## src/rtl/pdll_pkg.sv

```systemverilog
// shared types and constants of the pooled doubly linked list manager
package pdll_pkg;

    localparam int OP_W     = 4;
    localparam int HANDLE_W = 4;
    localparam int ITEM_W   = 32;
    localparam int COUNT_W  = 8;

    // operation codes
    typedef enum logic [OP_W-1:0] {
        OP_CREATE     = 4'd0,
        OP_COUNT      = 4'd1,
        OP_FIRST      = 4'd2,
        OP_LAST       = 4'd3,
        OP_NEXT       = 4'd4,
        OP_PREV       = 4'd5,
        OP_CURR       = 4'd6,
        OP_INS_AFTER  = 4'd7,
        OP_INS_BEFORE = 4'd8,
        OP_APPEND     = 4'd9,
        OP_PREPEND    = 4'd10,
        OP_REMOVE     = 4'd11,
        OP_TRIM       = 4'd12,
        OP_CONCAT     = 4'd13,
        OP_FREE       = 4'd14
    } t_op;

    // cursor position within a list
    typedef enum logic [1:0] {
        MODE_BEFORE = 2'd0,
        MODE_IN     = 2'd1,
        MODE_AFTER  = 2'd2
    } t_mode;

    // controller states, also used as the datapath command
    typedef enum logic [4:0] {
        ST_IDLE,
        ST_HREAD,
        ST_DECODE,
        ST_EXEC,
        ST_LRD,
        ST_LCAP,
        ST_MOVE,
        ST_ITEM_RD,
        ST_RM1,
        ST_TR1,
        ST_GIVE,
        ST_W1,
        ST_W2,
        ST_H2RD,
        ST_H2CAP,
        ST_CC1,
        ST_CC2,
        ST_FR1,
        ST_FIN,
        ST_NULL,
        ST_CR_RD,
        ST_CR_WR
    } t_state;

    // request payload
    typedef struct packed {
        logic [OP_W-1:0]     operation;
        logic [HANDLE_W-1:0] list_sel;
        logic [HANDLE_W-1:0] second_list;
        logic [ITEM_W-1:0]   item_in;
    } t_req;

    // result payload
    typedef struct packed {
        logic                status;
        logic                item_present;
        logic [ITEM_W-1:0]   item_out;
        logic [HANDLE_W-1:0] new_handle;
        logic [COUNT_W-1:0]  element_count;
    } t_rsp;

    // controller to datapath
    typedef struct packed {
        logic   accept;
        t_state step;
    } t_cmd;

    // datapath to controller
    typedef struct packed {
        t_op  op;
        logic h_ok;
        logic h2_ok;
        logic cur_in;
        logic tl_ok;
        logic alloc_ok;
    } t_stat;

endpackage

```

## src/rtl/pdll_ctrl.sv

```systemverilog
// sequencing state machine of the list manager
module pdll_ctrl (
    input  logic             i_clk,
    input  logic             i_rst_n,
    input  logic             i_start,
    input  pdll_pkg::t_op    i_op,
    input  pdll_pkg::t_stat  i_stat,
    output pdll_pkg::t_cmd   o_cmd,
    output logic             o_busy
);

    pdll_pkg::t_state r_state;
    pdll_pkg::t_state n_state;

    // state register
    always_ff @(posedge i_clk) begin
        if (!i_rst_n) begin
            r_state <= pdll_pkg::ST_IDLE;
        end else begin
            r_state <= n_state;
        end
    end

    // next state and command
    always_comb begin
        n_state      = r_state;
        o_cmd.accept = 1'b0;
        o_cmd.step   = r_state;
        case (r_state)
            pdll_pkg::ST_IDLE: begin
                if (i_start) begin
                    o_cmd.accept = 1'b1;
                    n_state = (i_op == pdll_pkg::OP_CREATE) ? pdll_pkg::ST_CR_RD
                                                           : pdll_pkg::ST_HREAD;
                end
            end
            pdll_pkg::ST_HREAD: begin
                n_state = i_stat.h_ok ? pdll_pkg::ST_DECODE : pdll_pkg::ST_NULL;
            end
            pdll_pkg::ST_DECODE: n_state = pdll_pkg::ST_EXEC;
            pdll_pkg::ST_EXEC: begin
                case (i_stat.op)
                    pdll_pkg::OP_COUNT:  n_state = pdll_pkg::ST_FIN;
                    pdll_pkg::OP_FIRST,
                    pdll_pkg::OP_LAST,
                    pdll_pkg::OP_CURR:   n_state = pdll_pkg::ST_ITEM_RD;
                    pdll_pkg::OP_CONCAT: n_state = pdll_pkg::ST_H2RD;
                    pdll_pkg::OP_FREE:   n_state = pdll_pkg::ST_FR1;
                    default:             n_state = pdll_pkg::ST_LRD;
                endcase
            end
            pdll_pkg::ST_LRD: n_state = pdll_pkg::ST_LCAP;
            pdll_pkg::ST_LCAP: begin
                case (i_stat.op)
                    pdll_pkg::OP_NEXT,
                    pdll_pkg::OP_PREV:   n_state = pdll_pkg::ST_MOVE;
                    pdll_pkg::OP_REMOVE: begin
                        n_state = i_stat.cur_in ? pdll_pkg::ST_RM1 : pdll_pkg::ST_FIN;
                    end
                    pdll_pkg::OP_TRIM: begin
                        n_state = i_stat.tl_ok ? pdll_pkg::ST_TR1 : pdll_pkg::ST_FIN;
                    end
                    default: begin
                        n_state = i_stat.alloc_ok ? pdll_pkg::ST_W1 : pdll_pkg::ST_FIN;
                    end
                endcase
            end
            pdll_pkg::ST_MOVE:    n_state = pdll_pkg::ST_ITEM_RD;
            pdll_pkg::ST_ITEM_RD: n_state = pdll_pkg::ST_FIN;
            pdll_pkg::ST_RM1:     n_state = pdll_pkg::ST_GIVE;
            pdll_pkg::ST_TR1:     n_state = pdll_pkg::ST_GIVE;
            pdll_pkg::ST_GIVE:    n_state = pdll_pkg::ST_FIN;
            pdll_pkg::ST_W1:      n_state = pdll_pkg::ST_W2;
            pdll_pkg::ST_W2:      n_state = pdll_pkg::ST_FIN;
            pdll_pkg::ST_H2RD: begin
                n_state = i_stat.h2_ok ? pdll_pkg::ST_H2CAP : pdll_pkg::ST_NULL;
            end
            pdll_pkg::ST_H2CAP:   n_state = pdll_pkg::ST_CC1;
            pdll_pkg::ST_CC1:     n_state = pdll_pkg::ST_CC2;
            pdll_pkg::ST_CC2:     n_state = pdll_pkg::ST_FIN;
            pdll_pkg::ST_FR1:     n_state = pdll_pkg::ST_FIN;
            pdll_pkg::ST_FIN:     n_state = pdll_pkg::ST_IDLE;
            pdll_pkg::ST_NULL:    n_state = pdll_pkg::ST_IDLE;
            pdll_pkg::ST_CR_RD:   n_state = pdll_pkg::ST_CR_WR;
            pdll_pkg::ST_CR_WR:   n_state = pdll_pkg::ST_IDLE;
            default:              n_state = pdll_pkg::ST_IDLE;
        endcase
    end

    assign o_busy = (r_state != pdll_pkg::ST_IDLE);

    // a transfer always starts work
    a_accept_leaves_idle: assert property (@(posedge i_clk) disable iff (!i_rst_n)
        o_cmd.accept |=> (r_state != pdll_pkg::ST_IDLE))
        else $error("accepted request did not start work");

    // every result-producing state returns to idle
    a_fin_to_idle: assert property (@(posedge i_clk) disable iff (!i_rst_n)
        (r_state == pdll_pkg::ST_FIN || r_state == pdll_pkg::ST_NULL ||
         r_state == pdll_pkg::ST_CR_WR) |=> (r_state == pdll_pkg::ST_IDLE))
        else $error("controller did not return to idle after result");

    // work only begins right after a transfer
    a_start_after_accept: assert property (@(posedge i_clk) disable iff (!i_rst_n)
        (r_state == pdll_pkg::ST_HREAD || r_state == pdll_pkg::ST_CR_RD) |->
        $past(o_cmd.accept))
        else $error("work started without a transfer");

endmodule

```

## config.mk

```make
export PLATFORM = sky130hd
export DESIGN_NAME = pdll_ctrl
export DESIGN_NICKNAME = d
export VERILOG_FILES = /design/src/rtl/pdll_pkg.sv /design/src/rtl/pdll_ctrl.sv
export SDC_FILE = /design/constraint.sdc
export NUM_CORES = 1
export LEC_CHECK = 0
export BUFFER_PORTS_ARGS = -buffer_cell sky130_fd_sc_hd__buf_4
export CAP_MARGIN = 40
export CORE_MARGIN = 1.5
export CORE_UTILIZATION = 45
export CTS_CLUSTER_DIAMETER = 40
export DETAILED_ROUTE_END_ITERATION = 8
export PLACE_DENSITY_LB_ADDON = 0.05
export RECOVER_POWER = 25
export SYNTH_ARGS = -nofsm -noshare
export SYNTH_HDL_FRONTEND = slang
export SYNTH_SLANG_ARGS = --single-unit
export TNS_END_PERCENT = 50
```

## constraint.sdc

```tcl
create_clock -name i_clk -period 1.6 [get_ports i_clk]
set_clock_uncertainty 0.05 [all_clocks]
set_input_delay 0.24 -clock i_clk [delete_from_list [all_inputs] [get_ports i_clk]]
set_output_delay 0.24 -clock i_clk [all_outputs]
set_load 0.01 [all_outputs]
```

# Word-level counts from Yosys, hierarchy flattened
# Cells that the tools add are included.
[totals] reg_bits=5 mem_bits_rw=0 latchBits=0 input_bits=16 output_inout_bits=7 rom_bits=0 mem_count=0 elab_cells=49
[classes] add_sub_neg=0 mux=12 order_cmp=0 n_div=0 n_reduce_logical=7 bitwise=0 mul=0 n_eq_ne=29 shifts=0
[ops] op="5-bit one-hot mux with 14 select lines" n=1
[ops] op="5-bit by 4-bit == test with 1-bit output (second input constant)" n=8
[ops] op="5-bit 2-to-1 mux" n=7
[ops] op="5-bit by 3-bit == test with 1-bit output (second input constant)" n=4
[ops] op="5-bit one-hot mux with 4 select lines" n=1
[ops] op="4-bit == test (second input constant)" n=4
[ops] op="5-bit == test (second input constant)" n=3
[ops] op="5-bit one-hot mux with 3 select lines" n=1
[ops] op="4-bit by 3-bit == test with 1-bit output (second input constant)" n=3
[ops] op="5-bit by 2-bit == test with 1-bit output (second input constant)" n=2
[ops] op="4-bit by 2-bit == test with 1-bit output (second input constant)" n=2
[ops] op="5-bit by 1-bit == test with 1-bit output (second input constant)" n=1
[ops] op="5-bit zero test" n=1
[ops] op="5-bit nonzero test" n=1
[ops] op="5-bit OR reduction" n=1
[ops] op="4-bit by 1-bit == test with 1-bit output (second input constant)" n=1
[ops] op="4-bit zero test" n=1
[ops] op="2-bit OR reduction" n=2
[ops] op="3-bit OR reduction" n=1
[ops] op="1-bit 2-to-1 mux" n=2
[ops] op="2-bit inequality test (second input constant)" n=1

# Longest topological paths before layout
# Gate-level depths: netlist (run 1).
[logic_depth] word_depth=4 ltp_mapped=5 mapped_depth_nobuf=4

# Worst setup path before layout (run 1)
# Ideal clock, no wire load.
[synth_path] path_kind="input to register" start="in i_stat[6] (netlist bit)" end="reg r_state[4]" setup_slack_ps=2 required_ps=1473 path_buffers=1 setup_time_ps=77 stages=5 t_arrival_ps=1471 path_cell_list="buf_6 > or4b_4 > a2111oi_4 > a311oi_1 > a41oi_2"
[synth_via] elab_chain_cells=4 word_cells_on_any_way=15 classes_between="eq/ne (10); mux (3); reduce/logical (2)"
[synth_rtl] element="start, declared" line="pdll_ctrl.sv:7" source="input pdll_pkg::t_stat i_stat,"
[synth_rtl] element="4-bit by 2-bit == test with 1-bit output, or another cell as far along" line="pdll_ctrl.sv:42" source="case (i_stat.op)"
[synth_rtl] element="3-bit OR reduction / 2-bit OR reduction (equally long branches)" line="pdll_ctrl.sv:42, pdll_ctrl.sv:54"
[synth_rtl] element="5-bit one-hot mux with 4 select lines / 5-bit one-hot mux with 3 select lines (equally long branches)" line="pdll_ctrl.sv:42, pdll_ctrl.sv:54"
[synth_rtl] element="5-bit one-hot mux with 14 select lines (*)" line="pdll_ctrl.sv:29" source="case (r_state)"
[synth_rtl] element="end signal, assigned" line="pdll_ctrl.sv:18" source="r_state <= pdll_pkg::ST_IDLE;"
[synth_rtl] element="end signal, assigned" line="pdll_ctrl.sv:20" source="r_state <= n_state;"
[synth_rtl] element="end, declared" line="pdll_ctrl.sv:12" source="pdll_pkg::t_state r_state;"
# Mark *: on every way between the ends. The rest lies on a longest branch, timed or not.
# A chain may end at the register's enable or synchronous reset.

# Worst setup path after layout (run 1)
[layout_path] start="reg r_state[0]" end="reg r_state[1]"
[layout_via] elab_chain_cells=3 word_cells_on_any_way=23 classes_between="eq/ne (19); mux (1); reduce/logical (3)"
[layout_rtl] element="5-bit == test, or another cell as far along" line="pdll_ctrl.sv:29"
[layout_rtl] element="5-bit OR reduction (no source line) / 2-bit OR reduction (equally long branches)"
[layout_rtl] element="5-bit one-hot mux with 14 select lines" line="pdll_ctrl.sv:29"
# Several ways; a longest one is shown, not always the timed one.

==> impl_summary.md, run 1 <==
Hold path
The type of the tightest min-delay check is in -> reg.

Clocking
The number of clock buffers added by TritonCTS is 3. The clock insertion delay at the later pin of the skew report is 250 ps. The clock root buffer is sky130_fd_sc_hd__clkbuf_4. The number of buffers inserted for hold repair after clock tree synthesis is 0. The clock transition at the registers of the reported paths is about 50 ps. The buffer depth of the longest clock path is 2. CTS built an H-tree with a depth of 1. The clock sink count is 5.

The TritonCTS clock tree is done.

Layout
In the layout the commonest cells are 44 x sky130_fd_sc_hd__buf_4, 9 x sky130_fd_sc_hd__nand2_1, 7 x sky130_fd_sc_hd__a21oi_1, 6 x sky130_fd_sc_hd__o21ai_0, 5 x sky130_fd_sc_hd__nand2b_1. Cells with a size suffix above 1 make up a little under half of the layout. The net count of the finished layout is about 160. More flip-flops sit in one register than any other, and that register is r_state. After filler insertion, the fill cell instance count of the layout stands at 122. The synthesis-to-finish area growth is 56.4%.

Leaving out fill and tap cells, the most frequent cell in the layout is sky130_fd_sc_hd__buf_4. The flip-flop count of the largest register after layout is 5. Once layout is complete, the utilization of the core stands at 75.4%. Summing all non-filler instances in the final layout gives an area of ~0.0011 mm². The number of diodes added for antenna fixing is 0. The largest registers in the layout are r_state: 5 flops. The finished layout holds 158 standard cells, fillers aside.

Synthesis
Synthesis produced 99 cells. Summing the areas of all and, or, nand and nor instances in the mapped netlist gives a little over two fifths of the synthesized area. After synthesis, the share of flip-flops with an asynchronous set or reset is 0%. The xor and xnor fraction of the mapped netlist area is 0%. The count of state elements after synthesis is 5. By area the synthesized netlist is led by sky130_fd_sc_hd__dfxtp_1 14%, sky130_fd_sc_hd__a21oi_1 4.8%, sky130_fd_sc_hd__nand2_1 4.6%, sky130_fd_sc_hd__nand2b_1 4.3%, sky130_fd_sc_hd__o21ai_0 4.1%. Of the total synthesized cell area, the portion taken by full adders, half adders and majority gates is 0%. The number of synthesized flops with an enable pin is 0. The complex-gate fraction of the synthesized area is 33.0%.

The share of cell area taken by muxes after synthesis is under 10%. The sequential area share after synthesis is a little over an eighth. After synthesis, the largest family of logic cells by area is simple AND/OR/NAND/NOR gates.

Summing every instance area after synthesis gives 734 µm². The Yosys step of the flow raised 0 warnings. The top-area cell type share of the netlist area is between 10% and 20%. Synthesis produced a netlist with a net count of about 120.

For this run, the leading register cell type out of synthesis is sky130_fd_sc_hd__dfxtp_1. The dominant cell type by area after synthesis is sky130_fd_sc_hd__dfxtp_1. Counting distinct cell types in the post-synthesis netlist gives 45.

The average footprint of a synthesized cell is about 7.4 µm².

Floorplanning
In this run the core area contains 14 standard-cell rows. For this design the top-level I/O count stands at 23. The core region area is roughly 0.0015 mm². The starting utilization of the core area is about half. The chip width is 43.4 µm. The vertical die dimension is ~43 µm. The full die area is approximately 0.0019 mm².

Route
The number of DRC violations after detailed-routing iteration 0 is 38. The per-cell via count in the routed design is between 6 and 7. The final antenna-violating net count is 0.

Summing over every cut layer, the via total after detailed routing is between 1000 and 1500. In the routed design, unresolved DRC markers number 0. For this block, the routed nets add up to ~2.7 mm of wire. The first-pass detailed-route iteration total is 4.

In the final routed layout, each cell accounts on average for roughly 17 µm.

Power
The maximum resistive drop on vdd is about 0.74 mV. In this run the static leakage power is 0.485 nW. For this design the ratio of total power to cell area is about 1100 mW/mm².

Placed design
The placed instance count is around 150. The weighted congestion at the end of routability-driven global placement is roughly 0.93. The total placed instance area is roughly 0.0010 mm². The post-placement setup slack is -76.9 ps. The final HPWL from detailed placement is 1.91 mm. In this run the tool buffered the top-level ports with 22 buffer cells.

Timing
Once routing completed, OpenROAD measured the worst setup slack at 6.98 ps. The smallest clock period supported by the final layout is computed as approximately 1600 ps. The count of endpoints failing setup in the final report is 0. The final hold violation count came to 0. The highest achievable clock rate is ~0.63 GHz. The worst pin sits at a relative slew slack of 70.6%. At the pin with the least slew margin, the transition time is approximately 430 ps. After layout, the worst path uses between 90% and 100% of the clock period. Setup repair after global routing could not meet its margin everywhere. The max-slew violation count was 0.

Flow run
Max-cap violations in this run came to 0.

GRT
The total overflow left after global routing is 0. The number of global-route vias before repair came to about 940. The combined global-route utilization of all metal layers is slightly above 30%. The initial antenna violation count is 0. The first global-routing pass estimated 4.28 mm of wire.

Entering global routing, the biggest net connects 13 pins.

Critical path
The required time at the endpoint of the critical path is ~1700 ps. The critical path arrival is 1700 ps. Along the worst path, the maximum fanout reaches 4. STA classifies the critical path endpoint as a flop. The type of the worst setup path is reg -> reg. STA classifies the critical path startpoint as a flop.

Run status
The run finished with clean final reports.
==> metal layers <==
layer	part of all wire, %	vias up	wire [µm]	GRT usage, %
li1	-	472	-	-
met1	45	477	1230	44.6
met2	45	55	1230	46.6
met3	7.0	11	191	3.33
met4	2.7	0	75	10.3
met5	0	-	0	0
==> metrics by stage <==
stage                     setup TNS, ps  total power [mW]  hold slack (ps)
final                                 0              1.25              206
after detailed placement           -155             0.932              457
after global placement            -93.4             0.919              437
after global routing               -210              1.32              210
after floorplan                       0             0.604              318
after CTS                         -13.4              1.12              202
==> timing repair <==
action | in CTS | in global routing
gates resized for setup | 5 | 11
pin swaps | 0 | 3
endpoints found under the setup margin | 3 | 5
cloned | 0 | 0
buffers inserted | 1 | 5
==> Yosys cell counts (2+ instances only) <==
library cell	number
sky130_fd_sc_hd__nand4b_1	2
sky130_fd_sc_hd__a31oi_1	2
sky130_fd_sc_hd__a311oi_1	2
sky130_fd_sc_hd__and4b_1	2
sky130_fd_sc_hd__a21oi_1	7
sky130_fd_sc_hd__dfxtp_1	5
sky130_fd_sc_hd__nor2_1	2
sky130_fd_sc_hd__or3_1	4
sky130_fd_sc_hd__inv_1	2
sky130_fd_sc_hd__nor3_1	3
sky130_fd_sc_hd__o31a_1	2
sky130_fd_sc_hd__nand3b_1	3
sky130_fd_sc_hd__o21ai_0	6
sky130_fd_sc_hd__nand2b_1	5
sky130_fd_sc_hd__nand2_1	9
sky130_fd_sc_hd__nor2b_1	4
sky130_fd_sc_hd__a211o_1	2
sky130_fd_sc_hd__and3_1	2
sky130_fd_sc_hd__clkbuf_1	6
sky130_fd_sc_hd__nand3_1	4
==> cells by family after synthesis <==
kind of cell / count (synthesis)
DFF: 5
and+or+nand+nor: 50
muxes: 2
AOI/OAI and AO/OA: 31
buffers and inverters: 11
==> path summary, 6_finish.rpt <==
| path | startpoint | end | slack (ps) | cells past startpoint |
|---|---|---|---|---|
| max | r_state[0] | r_state[1] | 7 | 4 |
| min | i_rst_n | r_state[3] | 210 | 2 |
| max reg2reg | r_state[0] | r_state[1] | 7 | 4 |
| min reg2reg | r_state[4] | r_state[1] | 630 | 3 |
==> power breakdown <==
group          switching [mW]  internal [mW]  total, mW  leakage, nW
registers              0.0389          0.163      0.202       0.0428
clock network          0.0582         0.0947      0.153       0.0150
logic                   0.427          0.463      0.890        0.427
==> worst max-delay path: stages, from the launching register on <==
cell	delay [ps]
sky130_fd_sc_hd__dfxtp_1	370
sky130_fd_sc_hd__nand2b_1	140
sky130_fd_sc_hd__or3_1	390
sky130_fd_sc_hd__or3_1	360
sky130_fd_sc_hd__a31oi_1	190
==> final cells by class <==
class                      instances  area, µm²  area share [%]
timing repair buffer              48        379            33.0
tap                               16       20.0            1.74
multi-input combinational         83        607            52.8
clock buffer                       4       26.3            2.29
inverter                           2       7.51           0.654
sequential                         5        109            9.48
Power figures use the tool's default switching activity.
==> inputs of run 2 (changes only) <==
--- a/config.mk
+++ b/config.mk
@@ -10,4 +10,5 @@
 export CORE_MARGIN = 1.5
 export CORE_UTILIZATION = 45
+export CTS_BUF_LIST = sky130_fd_sc_hd__clkbuf_4 sky130_fd_sc_hd__clkbuf_8 sky130_fd_sc_hd__clkbuf_16
 export CTS_CLUSTER_DIAMETER = 40
 export DETAILED_ROUTE_END_ITERATION = 8
--- a/constraint.sdc
+++ b/constraint.sdc
@@ -3,3 +3,3 @@
 set_input_delay 0.24 -clock i_clk [delete_from_list [all_inputs] [get_ports i_clk]]
 set_output_delay 0.24 -clock i_clk [all_outputs]
-set_load 0.01 [all_outputs]
+set_load 0.1 [all_outputs]
==> run 2 against run 1 <==
Effect of this change:
- combinational power is 56% higher
- the run now ends with negative setup slack left
- first-iteration DRC count increased by 50%
- via count decreased by 5.4%
- sequential share of layout area is 0.69 points higher
- critical path type is now reg -> out
- critical path depth unchanged
==> impl_summary.md, run 2 (synthesis gave the netlist of run 1 again) <==
Layout
In the final layout, the registers with the most flip-flops are r_state: 5 flops. The final core utilization is 76.7% (+1.3 points). The share of cells above drive strength 1 is 48.6% (+3.5 points). Ranked by flip-flop count, first place goes to r_state. The final instance area is 0.00117 mm² (+1.7%). In the layout the commonest cells are 37 x sky130_fd_sc_hd__buf_4, 8 x sky130_fd_sc_hd__nand2_1, 7 x sky130_fd_sc_hd__a21oi_1.

The flip-flop count of the largest register after layout is 5 (unchanged). The leading cell type in the layout, fill and taps excluded is sky130_fd_sc_hd__buf_4. The number of nets at the end of the flow is 155 (-2.5%).

The final cell count without fillers is 154 (-2.5%). The synthesis-to-finish area growth is 59.1%. The number of diodes added for antenna fixing came to 0 (unchanged).

Route
The final routed DRC violation total is 0 (unchanged). The total via count after detailed routing came to 960 (-5.4%). The total wire length after detailed routing is 2.35 mm (-14%). The number of DRC violations after detailed-routing iteration 0 is 57 (+50%).

The final antenna-violating net count is 0 (unchanged). The wire length per cell is 15.2 µm (-12%). The per-cell via count in the routed design is 6.23 (-3.0%). The first-pass detailed-route iteration total is 4 (unchanged).

Timing
The worst relative slew slack is 68.0% (-2.6 points). The final worst setup slack came to -18.6 ps (-25.6 ps). The count of endpoints failing setup in the final report is 1 (+1).

The highest achievable clock rate is 0.618 GHz (-1.6%). The fraction of the cycle the final worst path needs was 101% (+1.6 points). The max-slew violation count is 0 (unchanged). The pin slew with the least headroom to its limit came to 483 ps (+48.7 ps). Setup repair after global routing could not meet its margin everywhere. The clock period minus final worst setup slack is 1620 ps (+25.6 ps). The final-layout setup total negative slack was -18.6 ps (-18.6 ps).

The final hold violation count is 0 (unchanged).

Placed design
The placed instance count is 146 (-1.4%). The weighted congestion at the end of routability-driven global placement is 0.974 (+5.2%). The final HPWL from detailed placement is 1.79 mm (-6.4%). The number of input and output port buffers inserted is 22 (unchanged). The total placed instance area was 0.00106 mm² (+2.9%).

Critical path
The worst setup path is captured at a primary output. Among all stages on the critical path, the largest delay is contributed by sky130_fd_sc_hd__dfxtp_4. STA classifies the critical path startpoint as a flop. The highest net fanout along the worst path is 5 (+1). The signal on the critical path passes through buf_8, nor3_4, and3_4, buf_12. The required time at the endpoint of the critical path is 1310 ps (-400 ps). The peak per-stage delay on the critical path is 350 ps (-40 ps). The critical path arrival is 1330 ps (-370 ps). The register-to-register setup slack is 40 ps (+30 ps). The type of the worst setup path is reg -> out.

The worst-case reg-to-reg path depth is 4 (unchanged).

Clocking
The clock root buffer is sky130_fd_sc_hd__clkbuf_4. The buffer depth of the longest clock path is 2 (unchanged). The clock transition at the registers of the reported paths is 50 ps (about the same).

The clock insertion delay at the later pin of the skew report is 250 ps (about the same). The clock sink count was 5 (unchanged). The number of buffers inserted for hold repair after clock tree synthesis is 0 (unchanged). The number of CTS-inserted buffers is 3 (unchanged).

The level count of the clock H-tree came to 1 (unchanged). The TritonCTS clock tree is done.

Run status
The final reports fail on negative setup slack. The run finished, with violations left.

Hold path
In this run the worst hold path is classified as in -> reg. The hold path depth is 2 (unchanged).

Power
The ratio of total power to cell area is 1530 mW/mm² (+41%). The leakage power summed over all cells is 0.484 nW (-0.17%). The total design power is 1.78 mW (+43%). The maximum resistive drop on vdd is 1.51 mV (+100%).

Flow run
The max-cap check violation count came to 0 (unchanged).

Floorplanning
The chip width is 43.4 µm (unchanged). The full die area is 0.00188 mm² (unchanged). The starting utilization of the core area is 48.2% (unchanged). The cell row count came to 14 (unchanged).

The core region area is 0.00152 mm² (unchanged). The I/O pin count is 23 (unchanged). The vertical die dimension was 43.4 µm (unchanged).

GRT
The initial antenna violation count is 0 (unchanged). The pin count of the biggest net entering global routing is 15 (+2). The number of global-route vias before repair was 963 (+3.0%). The first-pass GRT wire length was 4.10 mm (-4.2%). The combined global-route utilization of all metal layers was 28.5% (-1.9 points). The remaining global-route overflow is 0 (unchanged).
-- run 2: final timing paths --
kind / startpoint / endpoint
hold reg to reg: r_state[4] / r_state[1]
setup / recovery: r_state[2] / o_cmd[5]
setup reg to reg: r_state[2] / r_state[1]
hold / removal: i_rst_n / r_state[3]
-- run 2: per-layer routing --
metal	vias up	routed length, µm	global-route usage [%]	part of all wire [%]
met2	48	1060	46.3	45
met5	-	0	0	0
met4	0	22	7.88	0.94
met1	443	1060	38.8	45
met3	4	206	5.42	8.8
li1	465	-	-	-
-- run 2: stage by stage --
step | hold WS, ps | setup WS (ps)
floorplan | 308 | -54.7
global placement | 447 | -60.0
detailed placement | 447 | -86.1
CTS | 200 | -14.7
global route | 204 | -50.7
finish | 197 | -18.6
-- run 2: timing repair --
| action | 4_1_cts | 5_1_grt |
|---|---|---|
| setup buffers | 4 | 0 |
| gates resized for setup | 10 | 5 |
| hold endpoints to repair | 0 | 0 |
| pin swaps | 2 | 3 |
| endpoints found under the setup margin | 2 | 5 |
-- run 2: report_power, final --
| part | leakage (nW) | internal [mW] | total, mW | switching [mW] |
|---|---|---|---|---|
| registers | 0.0445 | 0.171 | 0.216 | 0.0452 |
| clock network | 0.0184 | 0.112 | 0.175 | 0.0627 |
| logic | 0.421 | 0.541 | 1.39 | 0.853 |
-- run 2: worst max-delay path, delay by kind of cell (launching register included) --
family	cells	cell delay (ps)
buf+inv	2	300
flops	1	350
simple gates	2	420
-- run 2: area by class of cell --
cell class | instances | area (µm²)
multi-input combinational | 83 | 629
timing repair buffer | 44 | 363
fill | 109 | 355
sequential | 5 | 119
clock buffer | 4 | 30.0
tap | 16 | 20.0
inverter | 2 | 7.51
